$ cat config.mk
export PLATFORM = sky130hd
export DESIGN_NAME = sgr_front
export DESIGN_NICKNAME = d
export VERILOG_FILES = /design/src/rtl/core/assert_macros.svh /design/src/rtl/core/sgr_pkg.sv /design/src/rtl/core/sgr_front.sv
export SDC_FILE = /design/constraint.sdc
export NUM_CORES = 1
export LEC_CHECK = 0
export ABC_AREA = 1
export ABC_CLOCK_PERIOD_IN_PS = 6000
export BUFFER_PORTS_ARGS = -buffer_cell sky130_fd_sc_hd__buf_2
export CORE_MARGIN = 1
export CORE_UTILIZATION = 28
export DETAILED_ROUTE_END_ITERATION = 10
export PLACE_DENSITY = 0.55
export REMOVE_ABC_BUFFERS = 1
export SYNTH_ARGS = -nofsm -noshare
export SYNTH_HDL_FRONTEND = slang
export SYNTH_SLANG_ARGS = --single-unit
$ cat constraint.sdc
create_clock -name clk_i -period 6 [get_ports clk_i]
set_clock_uncertainty 0.2 [all_clocks]
set_input_delay 0.6 -clock clk_i [delete_from_list [all_inputs] [get_ports clk_i]]
set_output_delay 0.6 -clock clk_i [all_outputs]
set_load 0.02 [all_outputs]
$ cat src/rtl/core/assert_macros.svh
// Assertion helpers, sampled on clk_i, disabled in reset
`ifndef ASSERT_MACROS_SVH
`define ASSERT_MACROS_SVH

`define ASSERT_CLK(label, prop, msg) \
  label: assert property (@(posedge clk_i) disable iff (!rst_ni) (prop)) else $error(msg);

`define ASSERT_NEXT(label, pre, post, msg) \
  label: assert property (@(posedge clk_i) disable iff (!rst_ni) (pre) |=> (post)) \
    else $error(msg);

`endif

$ cat src/rtl/core/sgr_pkg.sv
package sgr_pkg;

  localparam int unsigned QUEUE_DEPTH = 4;
  localparam int unsigned QPTR_W      = $clog2(QUEUE_DEPTH);
  localparam int unsigned QCNT_W      = $clog2(QUEUE_DEPTH + 1);
  localparam int unsigned DIV_STEPS   = 64;
  localparam int unsigned ROOT_STEPS  = 32;
  localparam int unsigned PIPE_STEPS  = DIV_STEPS + ROOT_STEPS;
  localparam logic [31:0] ONE_Q30     = 32'h4000_0000;

  typedef struct packed {
    logic        a_neg;
    logic        b_neg;
    logic        zero;
    logic [31:0] a_mag;
    logic [31:0] b_mag;
  } item_t;

  typedef struct packed {
    logic  valid;
    item_t item;
  } push_t;

  typedef struct packed {
    logic              full;
    logic              empty;
    logic [QCNT_W-1:0] count;
  } q_stat_t;

endpackage

$ cat src/rtl/core/sgr_front.sv
module sgr_front (
  input  logic               clk_i,
  input  logic               rst_ni,
  input  logic               in_valid_i,
  output logic               in_ready_o,
  input  logic [63:0]        in_data_i,
  input  sgr_pkg::q_stat_t   q_stat_i,
  output sgr_pkg::push_t     push_o
);

  logic          valid_q, valid_d;
  sgr_pkg::item_t item_q, item_d;
  logic [31:0]   a_v, b_v;

  assign a_v = in_data_i[31:0];
  assign b_v = in_data_i[63:32];

  assign in_ready_o = !valid_q || !q_stat_i.full;

  always_comb begin
    item_d.a_neg = a_v[31];
    item_d.b_neg = b_v[31];
    item_d.a_mag = a_v[31] ? (32'd0 - a_v) : a_v;
    item_d.b_mag = b_v[31] ? (32'd0 - b_v) : b_v;
    item_d.zero  = (a_v == 32'd0) && (b_v == 32'd0);
  end

  always_comb begin
    valid_d = valid_q;
    if (in_ready_o) begin
      valid_d = in_valid_i;
    end
  end

  always_ff @(posedge clk_i or negedge rst_ni) begin
    if (!rst_ni) begin
      valid_q <= 1'b0;
    end else begin
      valid_q <= valid_d;
    end
  end

  always_ff @(posedge clk_i) begin
    if (in_ready_o && in_valid_i) begin
      item_q <= item_d;
    end
  end

  assign push_o.valid = valid_q && !q_stat_i.full;
  assign push_o.item  = item_q;

endmodule

==> flow_summary.yaml <==
grt:
  grt_antenna_before_repair: 0
  overflow: 0
  grt_first_pass_wirelength_mm: 17.7
  grt_pass1_vias: 3717
  grt_usage_pct: 15.5
  grt_max_degree: 68
detailed_routing:
  route.detailed.drc: 0
  ant_nets: 0
  viasPerCell: 4.43
  routedWlPerCell_microns: 13.3
  drtIter0Drc: 172
  dr.pass1.iters: 4
  vias: 3742
  totalWireLength_mm: 11.2
timing:
  setup_viol: 0
  worst_slew_pin_slew_ns: 0.890
  setup_tns_ns: 0
  clock.fmax_mhz: 530
  rsz0062_at_grt: "false"
  hold_violations: 0
  maxSlewViolCount: 0
  fin_crit_sh_pct: 31.4
  fin_crit_ns: 1.89
  max_slew_margin_pct: 40.7
layout:
  final_layout_size_suffix_gt1_share_pct: 27.1
  syn_to_final_growth_pct: 28.5
  n_antenna_cell: 0
  nNetsFinal: 731
floorplan:
  row_count: 44
  start_util_pct: 28.6
  pin_count: 141
  core_sq_um: 14500
  chipHeight_microns: 124
  dieArea_sq_um: 15300
  die-width_microns: 124
worst_setup_path:
  cp-end-kind: "flip-flop"
  cp_max_fo: 31
  arrival_ns: 1.78
  required_ns: 5.89
  critPathLaunchType: "primary input"
  crit_type: "in2reg"
logic_synthesis:
  seq_area_frac_synth_pct: 49.3
  async_reset_ff_share_pct: 1.47
  synth-edff-count: 67
  ys.flop_type: "edfxtp_1"
  synth.top_cells.by_area: "edfxtp_1 49%, nand2_1 17%, nor2_1 7.7%"
  avgSynthCellArea_sq_um: 8.07
  ys_seq_elements: 68
  synth_top_area_share_pct: 48.7
  netlist_area_sq_um: 4130
  synth_cells: 512
  yosysTopAreaCell: "edfxtp_1"
  synth.most_common_cell: "nand2_1"
  netlist_top_cells_count: "186 x nand2_1, 85 x nor2_1, 67 x edfxtp_1"
  yosys_warnings: 0
  ys_types: 22
clock_tree:
  path_clk_slew_ns: 0.06
  cts_max_level: 3
  clock_path_buffers: 2
  clock-sinks: 68
  worstSkewPairLatency_ns: 0.34
  cts_tree: "done"
  numCtsBuffers: 9
  cts-root-buf: "clkbuf_16"
place:
  place_congestion: 0.900
  dpl.hpwl_mm: 8.74
  numPortBuffers: 136
min_path:
  hold_class: "in2reg"
power:
  p_leak_nw: 2.32
  peakVddDrop_mv: 0.117
  power_w: 0.00131
  p_per_area_nw_per_um2: 246
job:
  drv_cap: 0
run_status:
  status: "finished clean"
## per-layer routing
metal	share of wire, %	track usage, %
met1	42	17.9
met2	49	27.2
met3	7.7	4.70
met4	1.3	4.97
met5	0	0
## power breakdown
part | switching (W) | internal, W
Sequential | 0.00000812 | 0.000566
Combinational | 0.000157 | 0.0000780
Clock | 0.000195 | 0.000301
## worst max-delay path, stage by stage
cell and delay (ns):
buf_2 0.45, inv_2 0.22, a21oi_1 0.26, nor2_4 0.10
xnor2_1 0.14
## cell type report
class | instances | area, sq um
repair buffers | 138 | 698
fillers | 1531 | 9170
inverters | 40 | 150
flip-flops and latches | 68 | 2040
clock inverters | 2 | 10.0
multi-input cells | 398 | 1920
clock buffers | 14 | 264
well taps | 184 | 230
## cells by family (layout without fill, tap and decap cells)
group           after synthesis  after routing  synth area share [%]
buf+inv                      46            194                  4.48
flops                        68             68                  49.3
xor+xnor                     30             30                  6.36
fa+ha+maj                     4              4                  1.21
simple gates                342            342                  36.0
compound gates               22             22                  2.66
## flip-flops by register name, indices dropped and copies added, names as in the netlist
signal   cells
push_o      67
valid_q      1
## cells in the final DEF (no fill, tap or decap), types with 2 or more instances in the layout
master     Yosys  layout
nand2_1      186     186
buf_2          4     136
nor2_1        85      85
edfxtp_1      67      67
inv_1         38      38
nand3_1       36      36
xnor2_1       21      21
nor2_4        13      13
nor2_2        11      11
o21ai_0       11      11
xor2_1         9       9
clkbuf_16      0       9
o21ai_1        5       5
a21oi_1        6       5
nand3b_1       5       5
ha_1           4       4
clkbuf_1       0       3
inv_2          2       2
nor3_1         2       2
nand4_1        2       2
clkbuf_8       0       2
clkinv_2       0       2
## per-stage QoR
step | setup WS (ns) | util [%] | area [sq um] | std cells | hold WS (ns)
3_5_place_dp | 3.75 | 34.7 | 5030 | 827 | 0.182
2_1_floorplan | 1.39 | - | 4100 | 506 | 0.104
4_1_cts | 4.10 | 36.7 | 5310 | 844 | 0.243
5_1_grt | 4.01 | 36.7 | 5310 | 844 | 0.243
3_3_place_gp | 3.76 | 34.7 | 5030 | 827 | 0.175
6_report | 4.11 | 36.7 | 5310 | 844 | 0.259
## worst paths after layout
| kind | startpoint | end | slack, ns | cells past startpoint |
|---|---|---|---|---|
| worst min register to register | valid_q$_DFFE_PN0N_ | valid_q$_DFFE_PN0N_ | 0.39 | 2 |
| worst min-delay path | in_data_i[32] | push_o[0]$_DFFE_PP_ | 0.26 | 1 |
| worst max register to register | valid_q$_DFFE_PN0N_ | push_o[20]$_DFFE_PP_ | 4.12 | 2 |
| worst max-delay path | in_data_i[31] | push_o[44]$_DFFE_PP_ | 4.11 | 5 |
| max in group asynchronous | rst_ni | valid_q$_DFFE_PN0N_ | 5.14 | 2 |
| min in group asynchronous | rst_ni | valid_q$_DFFE_PN0N_ | 0.37 | 2 |
## repair_timing
item,CTS,global route
gates resized for setup,0,0
buffers inserted,0,0
hold buffers,1,0
hold endpoints to repair,1,0
(Power assumes the default switching activity.)
