### src/rtl/core/assert_macros.svh
// Assertion helpers, sampled on clk_i, disabled in reset
`ifndef ASSERT_MACROS_SVH
`define ASSERT_MACROS_SVH

`define ASSERT_CLK(label, prop, msg) \
  label: assert property (@(posedge clk_i) disable iff (!rst_ni) (prop)) else $error(msg);

`define ASSERT_NEXT(label, pre, post, msg) \
  label: assert property (@(posedge clk_i) disable iff (!rst_ni) (pre) |=> (post)) \
    else $error(msg);

`endif

### src/rtl/core/sgr_pkg.sv
package sgr_pkg;

  localparam int unsigned QUEUE_DEPTH = 4;
  localparam int unsigned QPTR_W      = $clog2(QUEUE_DEPTH);
  localparam int unsigned QCNT_W      = $clog2(QUEUE_DEPTH + 1);
  localparam int unsigned DIV_STEPS   = 64;
  localparam int unsigned ROOT_STEPS  = 32;
  localparam int unsigned PIPE_STEPS  = DIV_STEPS + ROOT_STEPS;
  localparam logic [31:0] ONE_Q30     = 32'h4000_0000;

  typedef struct packed {
    logic        a_neg;
    logic        b_neg;
    logic        zero;
    logic [31:0] a_mag;
    logic [31:0] b_mag;
  } item_t;

  typedef struct packed {
    logic  valid;
    item_t item;
  } push_t;

  typedef struct packed {
    logic              full;
    logic              empty;
    logic [QCNT_W-1:0] count;
  } q_stat_t;

endpackage

### src/rtl/core/sgr_queue.sv
module sgr_queue (
  input  logic             clk_i,
  input  logic             rst_ni,
  input  sgr_pkg::push_t   push_i,
  input  logic             pop_i,
  output sgr_pkg::item_t   head_o,
  output sgr_pkg::q_stat_t stat_o
);

  sgr_pkg::item_t                  mem_q [sgr_pkg::QUEUE_DEPTH];
  logic [sgr_pkg::QPTR_W-1:0]      wptr_q, wptr_d, rptr_q, rptr_d;
  logic [sgr_pkg::QCNT_W-1:0]      cnt_q, cnt_d;
  logic                            do_pop;

  assign do_pop = pop_i && (cnt_q != '0);

  always_comb begin
    wptr_d = wptr_q;
    rptr_d = rptr_q;
    cnt_d  = cnt_q;
    if (push_i.valid) begin
      wptr_d = (wptr_q == sgr_pkg::QPTR_W'(sgr_pkg::QUEUE_DEPTH - 1)) ? '0 : wptr_q + 1'b1;
    end
    if (do_pop) begin
      rptr_d = (rptr_q == sgr_pkg::QPTR_W'(sgr_pkg::QUEUE_DEPTH - 1)) ? '0 : rptr_q + 1'b1;
    end
    if (push_i.valid && !do_pop) begin
      cnt_d = cnt_q + 1'b1;
    end else if (!push_i.valid && do_pop) begin
      cnt_d = cnt_q - 1'b1;
    end
  end

  always_ff @(posedge clk_i or negedge rst_ni) begin
    if (!rst_ni) begin
      wptr_q <= '0;
      rptr_q <= '0;
      cnt_q  <= '0;
    end else begin
      wptr_q <= wptr_d;
      rptr_q <= rptr_d;
      cnt_q  <= cnt_d;
    end
  end

  always_ff @(posedge clk_i) begin
    if (push_i.valid) begin
      mem_q[wptr_q] <= push_i.item;
    end
  end

  assign head_o       = mem_q[rptr_q];
  assign stat_o.count = cnt_q;
  assign stat_o.empty = (cnt_q == '0);
  assign stat_o.full  = (cnt_q == sgr_pkg::QCNT_W'(sgr_pkg::QUEUE_DEPTH));

endmodule

### config.mk
export PLATFORM = sky130hd
export DESIGN_NAME = sgr_queue
export DESIGN_NICKNAME = d
export VERILOG_FILES = /design/src/rtl/core/assert_macros.svh /design/src/rtl/core/sgr_pkg.sv /design/src/rtl/core/sgr_queue.sv
export SDC_FILE = /design/constraint.sdc
export NUM_CORES = 1
export LEC_CHECK = 0
export ABC_AREA = 1
export BUFFER_PORTS_ARGS = -buffer_cell sky130_fd_sc_hd__buf_2
export CAP_MARGIN = 25
export CORE_MARGIN = 3
export CORE_UTILIZATION = 56
export DETAILED_ROUTE_END_ITERATION = 7
export PLACE_DENSITY_LB_ADDON = 0.3
export SLEW_MARGIN = 0
export SYNTH_ARGS = -nofsm -noshare
export SYNTH_HDL_FRONTEND = slang
export SYNTH_SLANG_ARGS = --single-unit
### constraint.sdc
create_clock -name clk_i -period 3.34 [get_ports clk_i]
set_clock_uncertainty 0.05 [all_clocks]
set_input_delay 0.334 -clock clk_i [delete_from_list [all_inputs] [get_ports clk_i]]
set_output_delay 0.334 -clock clk_i [all_outputs]
set_load 0.1 [all_outputs]
==> impl_metrics.yaml <==
logic_synthesis:
  synthesis.area_sq_um: 11100
  syn-num-nets: 916
  syn_inst: 838
  yosys-top-cells-area: "edfxtp_1 (72%), o211ai_1 (9.0%), nand2_1 (7.4%)"
  yosysUniqueCellTypes: 19
  synth_top_area_share: 0.723
  ys_seq_area_frac: 0.739
  yosysTopAreaCell: "edfxtp_1"
  ys_ff_latch: 275
  synth_warnings: 0
  syn-mean-instance-area_sq_um: 13.3
floorplan:
  core_sq_um: 19100
  die-area_sq_um: 21600
  fp.dieW_um: 147
  initial_core_util: 0.582
  std_cell_rows: 50
  pin_count: 143
  fp.dieH_um: 147
worst_setup_path:
  worstRegToRegCells: 5
  critPathRequiredTime_ns: 2.96
  critPathKind: "reg2out"
  path_max_fanout: 75
  worstPathArrival_ns: 2.64
  startpoint_type: "flip-flop"
  cp-end-kind: "output pin"
clocking:
  cts.sinks: 275
  clk_latency_ns: 0.51
  cts_root_buffer: "clkbuf_16"
  cts.repair.resized: 0
  cts_hold_buffers: 68
  cts_tree: "done"
  clk_pin_slew_ns: 0.06
  cts_made_buffers: 27
  cts.path.max_buffers: 3
  cts_max_level: 1
  post-cts-setup-buffers: 0
route:
  ant_nets: 0
  drt_iter0_markers: 411
  dr_total_vias: 6773
  wire_per_inst_um: 16.1
  routed_via_density: 5.12
  drc: 0
  drt_wl_total_um: 21300
  firstDrtPassIters: 4
timing:
  setup_tns_ns: 0
  max_freq_mhz: 331
  slew_headroom: 0.482
  fin_crit_sh: 0.905
  period_needed_ns: 3.02
  setup_viol_count_final: 0
  drv_slew: 0
  worst_pin_slew_ns: 0.776
  hold_viol: 0
  rsz0062_at_grt: "false"
grt:
  first_global_vias: 6772
  grt_usage: 0.196
  grt_antenna_before_repair: 0
  grt_pass1_wl_um: 34000
  overflow: 0
  grt_max_degree: 89
placement:
  gp_congestion: 0.756
  io_buffers: 142
  hpwl_um: 12100
cells_and_area:
  fillers: 1310
  fin_nets: 1124
  layout-area-overhead-vs-synth_pct: 21.5
  drive_gt1_frac: 0.188
  diodes: 0
worst_hold_path:
  min_path_cells: 3
  min_path_type: "in2reg"
job:
  max_cap_viol_count: 0
outcome:
  status: "finished, final reports clean"
per-layer routing:
metal / track usage / share of wire / vias to the layer above
li1: - / - / 3327
met1: 0.245 / 0.41 / 3250
met2: 0.358 / 0.51 / 172
met3: 0.0410 / 0.060 / 24
met4: 0.0373 / 0.014 / 0
met5: 0 / 0 / -
path summary, 6_finish.rpt:
check | end | from | slack (ns)
max | head_o[59] | rptr_q[0]$_DFFE_PN0P_ | 0.32
min | rptr_q[0]$_DFFE_PN0P_ | pop_i | 0.05
min reg2reg | cnt_q[2]$_DFFE_PN0P_ | cnt_q[2]$_DFFE_PN0P_ | 0.44
min in group asynchronous | cnt_q[2]$_DFFE_PN0P_ | rst_ni | 0.12
max reg2reg | mem_q[2][23]$_DFFE_PP_ | wptr_q[0]$_DFFE_PN0P_ | 1.17
max in group asynchronous | rptr_q[0]$_DFFE_PN0P_ | rst_ni | 2.93
area by class of cell:
cell class	count	area, sq um	share of cell area
multi-input combinational	372	1990	0.147
clock inverter	11	181	0.0134
tap	260	325	0.0240
clock buffer	36	709	0.0524
timing repair buffer	224	1550	0.114
inverter	146	553	0.0409
sequential	275	8230	0.608
flip-flops by register name, indices dropped and copies added (netlist names):
register,cells
wptr_q,2
cnt_q,3
rptr_q,2
mem_q,268
worst max-delay path: stages (launching register included):
cell and delay [ns]:
dfrtp_4 0.91, buf_4 0.46, o211ai_1 0.16, nand2_1 0.12, buf_2 0.43
metrics by stage:
step | setup slack (ns) | std cells | cell area, sq um | util | hold slack, ns
after floorplan | 0.650 | 838 | 11100 | - | -0.0116
after global placement | 0.885 | 1209 | 12000 | 0.625 | 0.128
after detailed placement | 0.852 | 1209 | 12000 | 0.625 | 0.131
after CTS | 0.290 | 1324 | 13500 | 0.707 | 0.0265
after global routing | 0.144 | 1324 | 13500 | 0.707 | 0.0634
final | 0.317 | 1324 | 13500 | 0.707 | 0.0486
kinds of logic (layout without fill, tap and decap cells):
kind of cell,after synthesis,after routing,synth area share
AO/OA/AOI/OAI,136,136,0.0913
XOR/XNOR,1,1,0.000787
adder cells (fa/ha/maj),7,7,0.00854
AND/OR/NAND/NOR,228,228,0.0775
buffers and inverters,191,417,0.0833
flip-flops,275,275,0.739
Yosys cell counts (all sizes together):
master,count
xnor2,1
edfxtp,268
fa,1
nor3,1
dfrtp,7
o21ai,2
inv,146
nand4,1
nand3,3
o211ai,134
nor2,3
clkbuf,4
ha,6
buf,41
nand2,220
placed cells by master (no fill, tap or decap), drive strengths merged, types with 2 or more instances in the layout:
| master | instances |
|---|---|
| o21ai | 2 |
| clkbuf | 36 |
| nor2 | 3 |
| inv | 143 |
| buf | 156 |
| nand3 | 3 |
| clkinv | 9 |
| o211ai | 134 |
| dfrtp | 7 |
| dlygate4sd3 | 68 |
| bufinv | 5 |
| edfxtp | 268 |
| ha | 6 |
| nand2 | 220 |
Power is not shown: default switching activity piles up to over one toggle a cycle in this logic, so the estimate is an artifact.
